<file path="src/cssu_pkg.sv">
// Types and constants of the cosine similarity score unit.
`default_nettype none
package cssu_pkg;
	localparam int unsigned COUNT_W = 16;
	localparam int unsigned SQ_W    = 42;
	localparam int unsigned TOT_W   = 26;
	localparam int unsigned SCORE_W = 15;
	localparam int unsigned PROD_W  = 2 * SQ_W;
	localparam int unsigned NUM_W   = SQ_W + SCORE_W;
	localparam logic [SCORE_W-1:0] SCORE_FULL = 15'd25600;

	typedef struct packed {
		logic [COUNT_W-1:0] query_count;
		logic [COUNT_W-1:0] doc_count;
		logic               last_term;
	} item_t;

	typedef struct packed {
		logic [SCORE_W-1:0] score_q8;
		logic               zero_norm;
	} result_t;

	typedef enum logic [6:0] {
		ST_IDLE = 7'b0000001,
		ST_ACC  = 7'b0000010,
		ST_MUL  = 7'b0000100,
		ST_SQRT = 7'b0001000,
		ST_DCHK = 7'b0010000,
		ST_DIV  = 7'b0100000,
		ST_RMUL = 7'b1000000
	} state_t;
endpackage
`default_nettype wire

</file>
<file path="src/cosine_similarity_score_unit.sv">
// Top level of the cosine similarity score unit.
// A term without the last flag leaves busy low; a new term is accepted every cycle while busy is low.
// A last term keeps busy high through the 42-step shift-add multiplier, the 42-step square
// root and the 15-step shared divider, which runs a second time when length scaling applies;
// a saturating quotient skips the first division and a zero norm ends in the multiplier state.
// The result strobe is high in the first cycle after busy falls. Reset clears the
// accumulators, the sequencer and the length scaling enable.
`default_nettype none
module cosine_similarity_score_unit (
	input  wire               clk,
	input  wire               arst_n,
	input  wire               start,
	output logic              busy,
	input  cssu_pkg::item_t   item,
	output logic              done,
	output cssu_pkg::result_t result,
	input  wire               cfg_we,
	input  wire               cfg_wdata
);
	localparam int unsigned SQ_W  = cssu_pkg::SQ_W;
	localparam int unsigned TOT_W = cssu_pkg::TOT_W;
	localparam int unsigned SC_W  = cssu_pkg::SCORE_W;
	localparam int unsigned P_W   = cssu_pkg::PROD_W;
	localparam int unsigned N_W   = cssu_pkg::NUM_W;
	localparam int unsigned CW    = cssu_pkg::COUNT_W;

	cssu_pkg::state_t state_q;

	logic               en_q;
	logic               vld_s1;
	logic [2*CW-1:0]    pqd_s1, pqq_s1, pdd_s1;
	logic [CW-1:0]      q_s1, d_s1;
	logic [SQ_W-1:0]    dot_q, qq_q, dd_q;
	logic [TOT_W-1:0]   qt_q, dt_q;
	logic [P_W-1:0]     p_q;
	logic [SQ_W+2:0]    rem_q;
	logic [SQ_W-1:0]    root_q;
	logic [N_W-1:0]     num_q;
	logic [SQ_W-1:0]    rr_q, div_q;
	logic [SC_W-1:0]    score_q;
	logic               zero_q, ratio_q, fin_q;
	logic [5:0]         cnt_q;

	logic               accept;
	logic [SQ_W+2:0]    rem_n, trial;
	logic [SQ_W:0]      r2;
	logic               ge;
	logic [N_W-1:0]     n_full;
	logic               ratio_cond;
	logic [SC_W-1:0]    score_c;
	logic [SC_W+TOT_W-1:0] rprod;

	assign accept     = start && !busy;
	assign busy       = (state_q != cssu_pkg::ST_IDLE) || fin_q;
	assign rem_n      = {rem_q[SQ_W:0], p_q[P_W-1 -: 2]};
	assign trial      = {1'b0, root_q, 2'b01};
	assign r2         = {rr_q, num_q[SC_W-1]};
	assign ge         = r2 >= {1'b0, div_q};
	assign n_full     = ({{SC_W{1'b0}}, dot_q} << 14) + ({{SC_W{1'b0}}, dot_q} << 13)
	                  + ({{SC_W{1'b0}}, dot_q} << 10);
	assign ratio_cond = en_q && (dt_q != '0) && (dt_q > qt_q);
	assign score_c    = (score_q > cssu_pkg::SCORE_FULL) ? cssu_pkg::SCORE_FULL : score_q;
	assign rprod      = score_c * qt_q;

	always_ff @(posedge clk or negedge arst_n) begin
		if (!arst_n) begin
			en_q <= 1'b0;
		end else if (cfg_we) begin
			en_q <= cfg_wdata;
		end
	end

	always_ff @(posedge clk) begin
		pqd_s1 <= item.query_count * item.doc_count;
		pqq_s1 <= item.query_count * item.query_count;
		pdd_s1 <= item.doc_count * item.doc_count;
		q_s1   <= item.query_count;
		d_s1   <= item.doc_count;
	end

	always_ff @(posedge clk or negedge arst_n) begin
		if (!arst_n) begin
			vld_s1  <= 1'b0;
			state_q <= cssu_pkg::ST_IDLE;
			dot_q   <= '0;
			qq_q    <= '0;
			dd_q    <= '0;
			qt_q    <= '0;
			dt_q    <= '0;
			done    <= 1'b0;
			fin_q   <= 1'b0;
		end else begin
			vld_s1  <= accept;
			done    <= fin_q;
			fin_q   <= 1'b0;
			if (vld_s1) begin
				dot_q <= dot_q + {{(SQ_W-2*CW){1'b0}}, pqd_s1};
				qq_q  <= qq_q + {{(SQ_W-2*CW){1'b0}}, pqq_s1};
				dd_q  <= dd_q + {{(SQ_W-2*CW){1'b0}}, pdd_s1};
				qt_q  <= qt_q + {{(TOT_W-CW){1'b0}}, q_s1};
				dt_q  <= dt_q + {{(TOT_W-CW){1'b0}}, d_s1};
			end
			unique case (state_q)
				cssu_pkg::ST_IDLE: begin
					if (accept && item.last_term) begin
						state_q <= cssu_pkg::ST_ACC;
					end
				end
				cssu_pkg::ST_ACC: begin
					state_q <= cssu_pkg::ST_MUL;
				end
				cssu_pkg::ST_MUL: begin
					if (qq_q == '0 || dd_q == '0) begin
						state_q <= cssu_pkg::ST_IDLE;
						fin_q   <= 1'b1;
					end else if (cnt_q == '0) begin
						state_q <= cssu_pkg::ST_SQRT;
					end
				end
				cssu_pkg::ST_SQRT: begin
					if (cnt_q == '0) begin
						state_q <= cssu_pkg::ST_DCHK;
					end
				end
				cssu_pkg::ST_DCHK: begin
					if (n_full >= {root_q, {SC_W{1'b0}}}) begin
						if (ratio_cond) begin
							state_q <= cssu_pkg::ST_RMUL;
						end else begin
							state_q <= cssu_pkg::ST_IDLE;
							fin_q   <= 1'b1;
						end
					end else begin
						state_q <= cssu_pkg::ST_DIV;
					end
				end
				cssu_pkg::ST_DIV: begin
					if (cnt_q == '0) begin
						if (ratio_cond && !ratio_q) begin
							state_q <= cssu_pkg::ST_RMUL;
						end else begin
							state_q <= cssu_pkg::ST_IDLE;
							fin_q   <= 1'b1;
						end
					end
				end
				cssu_pkg::ST_RMUL: begin
					state_q <= cssu_pkg::ST_DIV;
				end
				default: begin
					state_q <= cssu_pkg::ST_IDLE;
				end
			endcase
			if (fin_q) begin
				dot_q <= '0;
				qq_q  <= '0;
				dd_q  <= '0;
				qt_q  <= '0;
				dt_q  <= '0;
			end
		end
	end

	always_ff @(posedge clk) begin
		if (fin_q) begin
			result.score_q8  <= zero_q ? '0 : score_c;
			result.zero_norm <= zero_q;
		end
		unique case (state_q)
			cssu_pkg::ST_IDLE: begin
				cnt_q <= 6'(SQ_W - 1);
			end
			cssu_pkg::ST_ACC: begin
				p_q     <= '0;
				cnt_q   <= 6'(SQ_W - 1);
				zero_q  <= 1'b0;
				ratio_q <= 1'b0;
			end
			cssu_pkg::ST_MUL: begin
				p_q    <= {p_q[P_W-2:0], 1'b0} + (dd_q[cnt_q] ? {{SQ_W{1'b0}}, qq_q} : '0);
				cnt_q  <= cnt_q - 6'd1;
				rem_q  <= '0;
				root_q <= '0;
				zero_q <= (qq_q == '0) || (dd_q == '0);
				if (cnt_q == '0) begin
					cnt_q <= 6'(SQ_W - 1);
				end
			end
			cssu_pkg::ST_SQRT: begin
				p_q   <= {p_q[P_W-3:0], 2'b00};
				cnt_q <= cnt_q - 6'd1;
				if (rem_n >= trial) begin
					rem_q  <= rem_n - trial;
					root_q <= {root_q[SQ_W-2:0], 1'b1};
				end else begin
					rem_q  <= rem_n;
					root_q <= {root_q[SQ_W-2:0], 1'b0};
				end
			end
			cssu_pkg::ST_DCHK: begin
				num_q   <= n_full;
				rr_q    <= n_full[N_W-1:SC_W];
				div_q   <= root_q;
				cnt_q   <= 6'(SC_W - 1);
				score_q <= (n_full >= {root_q, {SC_W{1'b0}}}) ? cssu_pkg::SCORE_FULL : '0;
			end
			cssu_pkg::ST_DIV: begin
				num_q   <= {num_q[N_W-2:0], 1'b0};
				score_q <= {score_q[SC_W-2:0], ge};
				rr_q    <= ge ? SQ_W'(r2 - {1'b0, div_q}) : r2[SQ_W-1:0];
				cnt_q   <= cnt_q - 6'd1;
			end
			cssu_pkg::ST_RMUL: begin
				num_q   <= {{(N_W-SC_W-TOT_W){1'b0}}, rprod};
				rr_q    <= {{(SQ_W-TOT_W){1'b0}}, rprod[SC_W+TOT_W-1:SC_W]};
				div_q   <= {{(SQ_W-TOT_W){1'b0}}, dt_q};
				score_q <= '0;
				ratio_q <= 1'b1;
				cnt_q   <= 6'(SC_W - 1);
			end
			default: begin
				cnt_q <= cnt_q;
			end
		endcase
	end
endmodule
`default_nettype wire

</file>
<file path="config.mk">
export PLATFORM = sky130hd
export DESIGN_NAME = cosine_similarity_score_unit
export DESIGN_NICKNAME = d
export VERILOG_FILES = /design/src/cssu_pkg.sv /design/src/cosine_similarity_score_unit.sv
export SDC_FILE = /design/constraint.sdc
export NUM_CORES = 2
export LEC_CHECK = 0
export BUFFER_PORTS_ARGS = -buffer_cell sky130_fd_sc_hd__buf_2
export CAP_MARGIN = 20
export CORE_ASPECT_RATIO = 1.2
export CORE_MARGIN = 3
export CORE_UTILIZATION = 25
export CTS_CLUSTER_DIAMETER = 100
export DETAILED_ROUTE_END_ITERATION = 7
export SYNTH_ARGS = -nofsm -noshare
export SYNTH_HDL_FRONTEND = slang
export SYNTH_SLANG_ARGS = --single-unit
</file>
<file path="constraint.sdc">
create_clock -name clk -period 12.1 [get_ports clk]
set_input_delay 3.025 -clock clk [delete_from_list [all_inputs] [get_ports clk]]
set_output_delay 3.025 -clock clk [all_outputs]
set_load 0.03 [all_outputs]
</file>
* Word-level counts from Yosys, hierarchy flattened
Cells that the tools add are included.
** Cells by class
- Eq/ne operators :: 12
- Magnitude comparators :: 6
- Add/sub/neg operators :: 11
- Mux-type cells :: 44
- Multipliers :: 4
- Reduce and logical (&&, ||, !) cells :: 25
** Operators by type and width (count)
- 42-bit 2-to-1 mux :: 8
- 84-bit case mux with 3 select lines :: 1
- 42-bit case mux with 2 select lines :: 2
- 42-bit by 32-bit adder with 42-bit output :: 3
- 42-bit case mux with 3 select lines :: 1
- 26-bit 2-to-1 mux :: 4
- 16-bit by 16-bit multiplier with 32-bit output :: 3
- 15-bit case mux with 3 select lines :: 2
- 43-bit case mux with 2 select lines :: 1
- 84-bit by 42-bit adder with 84-bit output :: 1
- 42-bit zero test :: 2
- 56-bit by 55-bit adder with 57-bit output :: 1
- 57-bit by 52-bit adder with 57-bit output :: 1
- 57-bit >= comparator :: 1
- 7-bit 2-to-1 mux :: 8
- 26-bit by 16-bit adder with 26-bit output :: 2
- 7-bit case mux with 7 select lines :: 1
- 45-bit by 44-bit >= comparator with 1-bit output :: 1
- 43-bit by 42-bit >= comparator with 1-bit output :: 1
- 43-bit 2-to-1 mux :: 1
- 43-bit subtractor :: 1
- 42-bit subtractor :: 1
- 15-bit by 26-bit multiplier with 41-bit output :: 1
- 15-bit 2-to-1 mux :: 2
- other kinds (30) :: 52
** Storage, ports and cells
- Output and inout bits :: 18
- Bits in registers :: 624
- Logic and storage cells :: 129
- Input port bits :: 38

* Depth between registers and ports, before layout
- Depth in word-level cells :: 7
- Mapped depth :: 31
- Depth with buffers taken out :: 28

* Worst setup path after synthesis
Ideal clock, no wire load.
- Kind :: input -> register
- Start :: input port item[20] (netlist name)
- End :: register pqq_s1[30]
- Slack :: 2.774 ns
- Data required time :: 12.028 ns
- Arrival :: 9.254 ns
- Stages :: 24
- Cell sequence :: clkbuf_1 > clkbuf_1 > nand2_1 > fa_1 > inv_1 > fa_1 > fa_1 > inv_1 > fa_1 > inv_1 > fa_1 > fa_1 > ha_1 > a21o_1 > a21o_1 > a21o_1 > a21o_1 > a221o_1 > a311oi_1 > o21ai_0 > o41ai_2 > o21ai_0 > a21oi_1 > xnor2_1
** Between the ends
- Word-level cells in the longest chain between the ends :: 1
** RTL lines
- from (decl) :: RTL line cosine_similarity_score_unit.sv:14 : input cssu_pkg::item_t item,
- 16-bit by 16-bit multiplier with 32-bit output :: RTL line cosine_similarity_score_unit.sv:75 : pqq_s1 <= item.query_count * item.query_count;
- to (signal assigned) :: RTL line cosine_similarity_score_unit.sv:75
- to (decl) :: RTL line cosine_similarity_score_unit.sv:31 : logic [2*CW-1:0] pqd_s1, pqq_s1, pdd_s1;
No other way between the ends.
A chain may end at the register's enable or synchronous reset.

* Worst setup path after layout
- Start :: register score_q[0]
- End :: register rr_q[25] (data pin)
** Between the ends
- Word-level cells in the longest chain between the ends :: 4
** RTL lines
- from (decl) :: RTL line cosine_similarity_score_unit.sv:40 : logic [SC_W-1:0] score_q;
- from (signal assigned) :: RTL line cosine_similarity_score_unit.sv:205 : score_q <= (n_full >= {root_q, {SC_W{1'b0}}}) ? cssu_pkg::SCORE_FULL : '0;
- from (signal assigned) :: RTL line cosine_similarity_score_unit.sv:209 : score_q <= {score_q[SC_W-2:0], ge};
- 15-bit greater-than comparator :: RTL line cosine_similarity_score_unit.sv:62 : assign score_c = (score_q > cssu_pkg::SCORE_FULL) ? cssu_pkg::SCORE_FULL : score_q;
- 15-bit 2-to-1 mux * :: RTL line cosine_similarity_score_unit.sv:62
- 15-bit by 26-bit multiplier with 41-bit output * :: RTL line cosine_similarity_score_unit.sv:63 : assign rprod = score_c * qt_q;
- 42-bit case mux with 3 select lines * :: RTL line cosine_similarity_score_unit.sv:169 : unique case (state_q)
- to (signal assigned) :: RTL line cosine_similarity_score_unit.sv:202 : rr_q <= n_full[N_W-1:SC_W];
- to (signal assigned) :: RTL line cosine_similarity_score_unit.sv:210 : rr_q <= ge ? SQ_W'(r2 - {1'b0, div_q}) : r2[SQ_W-1:0];
- to (signal assigned) :: RTL line cosine_similarity_score_unit.sv:215 : rr_q <= {{(SQ_W-TOT_W){1'b0}}, rprod[SC_W+TOT_W-1:SC_W]};
- to (decl) :: RTL line cosine_similarity_score_unit.sv:39 : logic [SQ_W-1:0] rr_q, div_q;
Every way passes the cells marked *; elsewhere a longest branch is shown, timed or not.

==> impl_metrics.yaml <==
place:
  place_hpwl_microns: 162000
  gp_congestion: 0.881
  dp_slack_ns: 1.76
  portBuffers: 55
route:
  drcViolationCount: 0
  wl_met3_microns: 9200
  viasPerCell: 4.75
  routed_wl_microns: 212000
  routed.top_layer: "met5"
  drt_iter0_drc: 3597
  wl_per_cell_microns: 17.2
  wl_met2_microns: 105000
  firstDrtPassIters: 7
  wl_met1_microns: 92000
  vias: 58600
  ant_nets: 0
synthesis:
  synth_common_cells: "1,189 x inv_1, 886 x nand2_1, 876 x fa_1"
  syn_nets: 10100
  synth_seq_area_share_pct: 21.5
  async_flop_share_pct: 30.5
  synthTopCellsByArea: "fa_1 23%, ha_1 13%, edfxtp_1 12%"
  syn-cell-area_sq_um: 76600
  synth_cells: 8368
  synth-main-ff-cell: "edfxtp_1"
  postSynthAreaPerCell_sq_um: 9.15
  yosysWarningCount: 0
  synth-seq-cells: 620
  synth_top_area_cell: "fa_1"
  yosysMostFrequentCell: "inv_1"
  synth_edf_count: 307
  netlist.area_leader.share_pct: 22.9
  synth_cell_types: 95
global_route:
  grt_pass1_wl_microns: 336000
  grt_pass1_vias: 59900
  antenna_found_initial: 14
  grt.total_usage_pct: 13.4
  gr-total-overflow: 0
  grt_max_degree: 127
die:
  core_area_sq_um: 303000
  std_cell_rows: 221
  dieArea_sq_um: 313000
  dieHeight_microns: 612
  die_w_microns: 511
  initial_core_util_pct: 25.2
  io_pins: 56
critical_path:
  cpMaxStageDelayCell: "edfxtp_1"
  r2r-start: "score_q[0]"
  crit_type: "reg2reg"
  crit_family: "adder cells"
  crit_path_max_incr_delay_ns: 0.73
  crit_start: "score_q[0]"
  worst_ep_required_time_ns: 12.52
  crit_top_cell: "fa_1"
  end_kind: "flip-flop"
  startpoint_type: "flip-flop"
  cp.arrival_ns: 10.53
  crit_buf_inv: 6
  cp_max_fo: 55
timing:
  setup_ws_ns: 1.99
  setup_viol: 0
  slew_violations: 0
  slew_headroom_pct: 24.9
  post-route-period-util_pct: 83.5
  max_freq_mhz: 98.9
  fin_crit_ns: 10.11
  grt_setup_unrepaired: "false"
  hold_violations: 0
  tns_ns: 0
  worstMarginPinSlew_ns: 1.13
  fin_hold_ws_ns: 0.528
  finClkSkew_ns: 0.0574
clock_network:
  cts_resized: 0
  cts_hold_buf: 0
  tritoncts: "done"
  path_clk_slew_ns: 0.06
  htreeDepth: 3
  clkSinkCount: 620
  postCtsSetupRepairBufs: 0
  cts_buffer_depth: 3
  cts_root_buffer: "clkbuf_16"
  clock_latency_ns: 0.72
  numCtsBuffers: 81
cells_and_area:
  regArea_sq_um: 16400
  fillers: 32200
  multi_input_comb_area_sq_um: 54500
  area_growth_pct: 9.73
  nets: 9943
  utilization_pct: 27.7
  drive_gt1_share_pct: 4.15
outcome:
  outcome: "finished, final reports clean"
job:
  max_cap_violations: 0
worst_hold_path:
  hold_class: "reg2reg"
  min_from: "num_q[4]"
==> routing by layer <==
| metal | vias to the layer above | track usage, % |
|---|---|---|
| met4 | 10 | 3.72 |
| met5 | - | 0 |
| met1 | 29300 | 17.1 |
| li1 | 27800 | - |
| met2 | 1172 | 23.7 |
| met3 | 306 | 1.43 |
==> cell type report <==
class	count	area share (%)
antenna	1	0.00298
clock buffer	116	2.81
sequential	620	19.6
tap	4014	5.98
clock inverter	35	0.490
multi-input combinational	6218	64.8
inverter	1199	5.36
timing repair buffer	122	0.977
==> per-stage QoR <==
stage / instance area [sq um] / cells
after floorplan: 76600 / 8368
after global placement: 81200 / 12200
after detailed placement: 81200 / 12200
after CTS: 84000 / 12300
after global routing: 84000 / 12300
final: 84000 / 12300
==> cell families after synthesis <==
family / after synthesis / synth area share [%]
buffers and inverters: 1530 / 7.52
muxes: 121 / 1.79
adders and majority gates: 1663 / 35.8
DFF: 620 / 21.5
AOI/OAI and AO/OA: 1540 / 13.1
and+or+nand+nor: 2451 / 15.3
xor gates and xnor gates: 443 / 5.07
==> worst register-to-register path: cells and delay by family (launching register included) <==
| family | cells | cell delay (ns) |
|---|---|---|
| AO/OA/AOI/OAI | 10 | 2.52 |
| XOR/XNOR | 1 | 0.41 |
| adder cells (fa/ha/maj) | 7 | 3.49 |
| buffers and inverters | 6 | 1.45 |
| flip-flops | 1 | 0.73 |
| AND/OR/NAND/NOR | 5 | 1.22 |
==> path summary, 6_finish.rpt <==
kind | cells past startpoint | to | slack [ns]
worst min-delay path | 2 | num_q[5] | 0.53
worst min register to register | 2 | num_q[5] | 0.53
worst max-delay path | 29 | rr_q[25] | 1.99
min in group asynchronous | 1 | dd_q[33] | 2.31
worst max register to register | 29 | rr_q[25] | 1.99
max in group asynchronous | 2 | vld_s1 | 8.45
==> registers in the layout (all words and copies together) (netlist names), 7 cells and up <==
register  cells
d_s1         16
dd_q         42
div_q        42
dot_q        42
dt_q         26
num_q        15
p_q          84
pdd_s1       30
pqd_s1       32
pqq_s1       30
q_s1         16
qq_q         42
qt_q         26
rem_q        43
result       16
root_q       42
rr_q         42
score_q      15
state_q       7
==> placed cells by master (no fill, tap or decap), types with 31 or more instances in the layout <==
| cell | netlist | layout |
|---|---|---|
| xnor2_1 | 296 | 296 |
| nor3_1 | 78 | 78 |
| buf_4 | 0 | 65 |
| or3_1 | 31 | 31 |
| and3_1 | 228 | 227 |
| o21bai_1 | 50 | 50 |
| a21oi_1 | 384 | 384 |
| a21o_1 | 271 | 271 |
| o21ai_0 | 354 | 353 |
| fa_1 | 876 | 876 |
| clkbuf_16 | 0 | 85 |
| dfxtp_1 | 124 | 124 |
| xor2_1 | 147 | 147 |
| inv_1 | 1189 | 1187 |
| nand2b_1 | 48 | 48 |
| nor4_1 | 50 | 50 |
| o21a_1 | 51 | 51 |
| nand4_1 | 77 | 77 |
| a211oi_1 | 58 | 58 |
| mux2i_1 | 100 | 100 |
| dfrtp_1 | 188 | 186 |
| nor2_1 | 518 | 516 |
| nor2b_1 | 67 | 67 |
| a31oi_1 | 52 | 52 |
| nand3_1 | 114 | 112 |
| buf_2 | 9 | 54 |
| ha_1 | 787 | 787 |
| edfxtp_1 | 307 | 307 |
| and2_1 | 270 | 270 |
| nand2_1 | 886 | 884 |
Power is not shown: default switching activity piles up to over one toggle a cycle in this logic, so the estimate is an artifact.
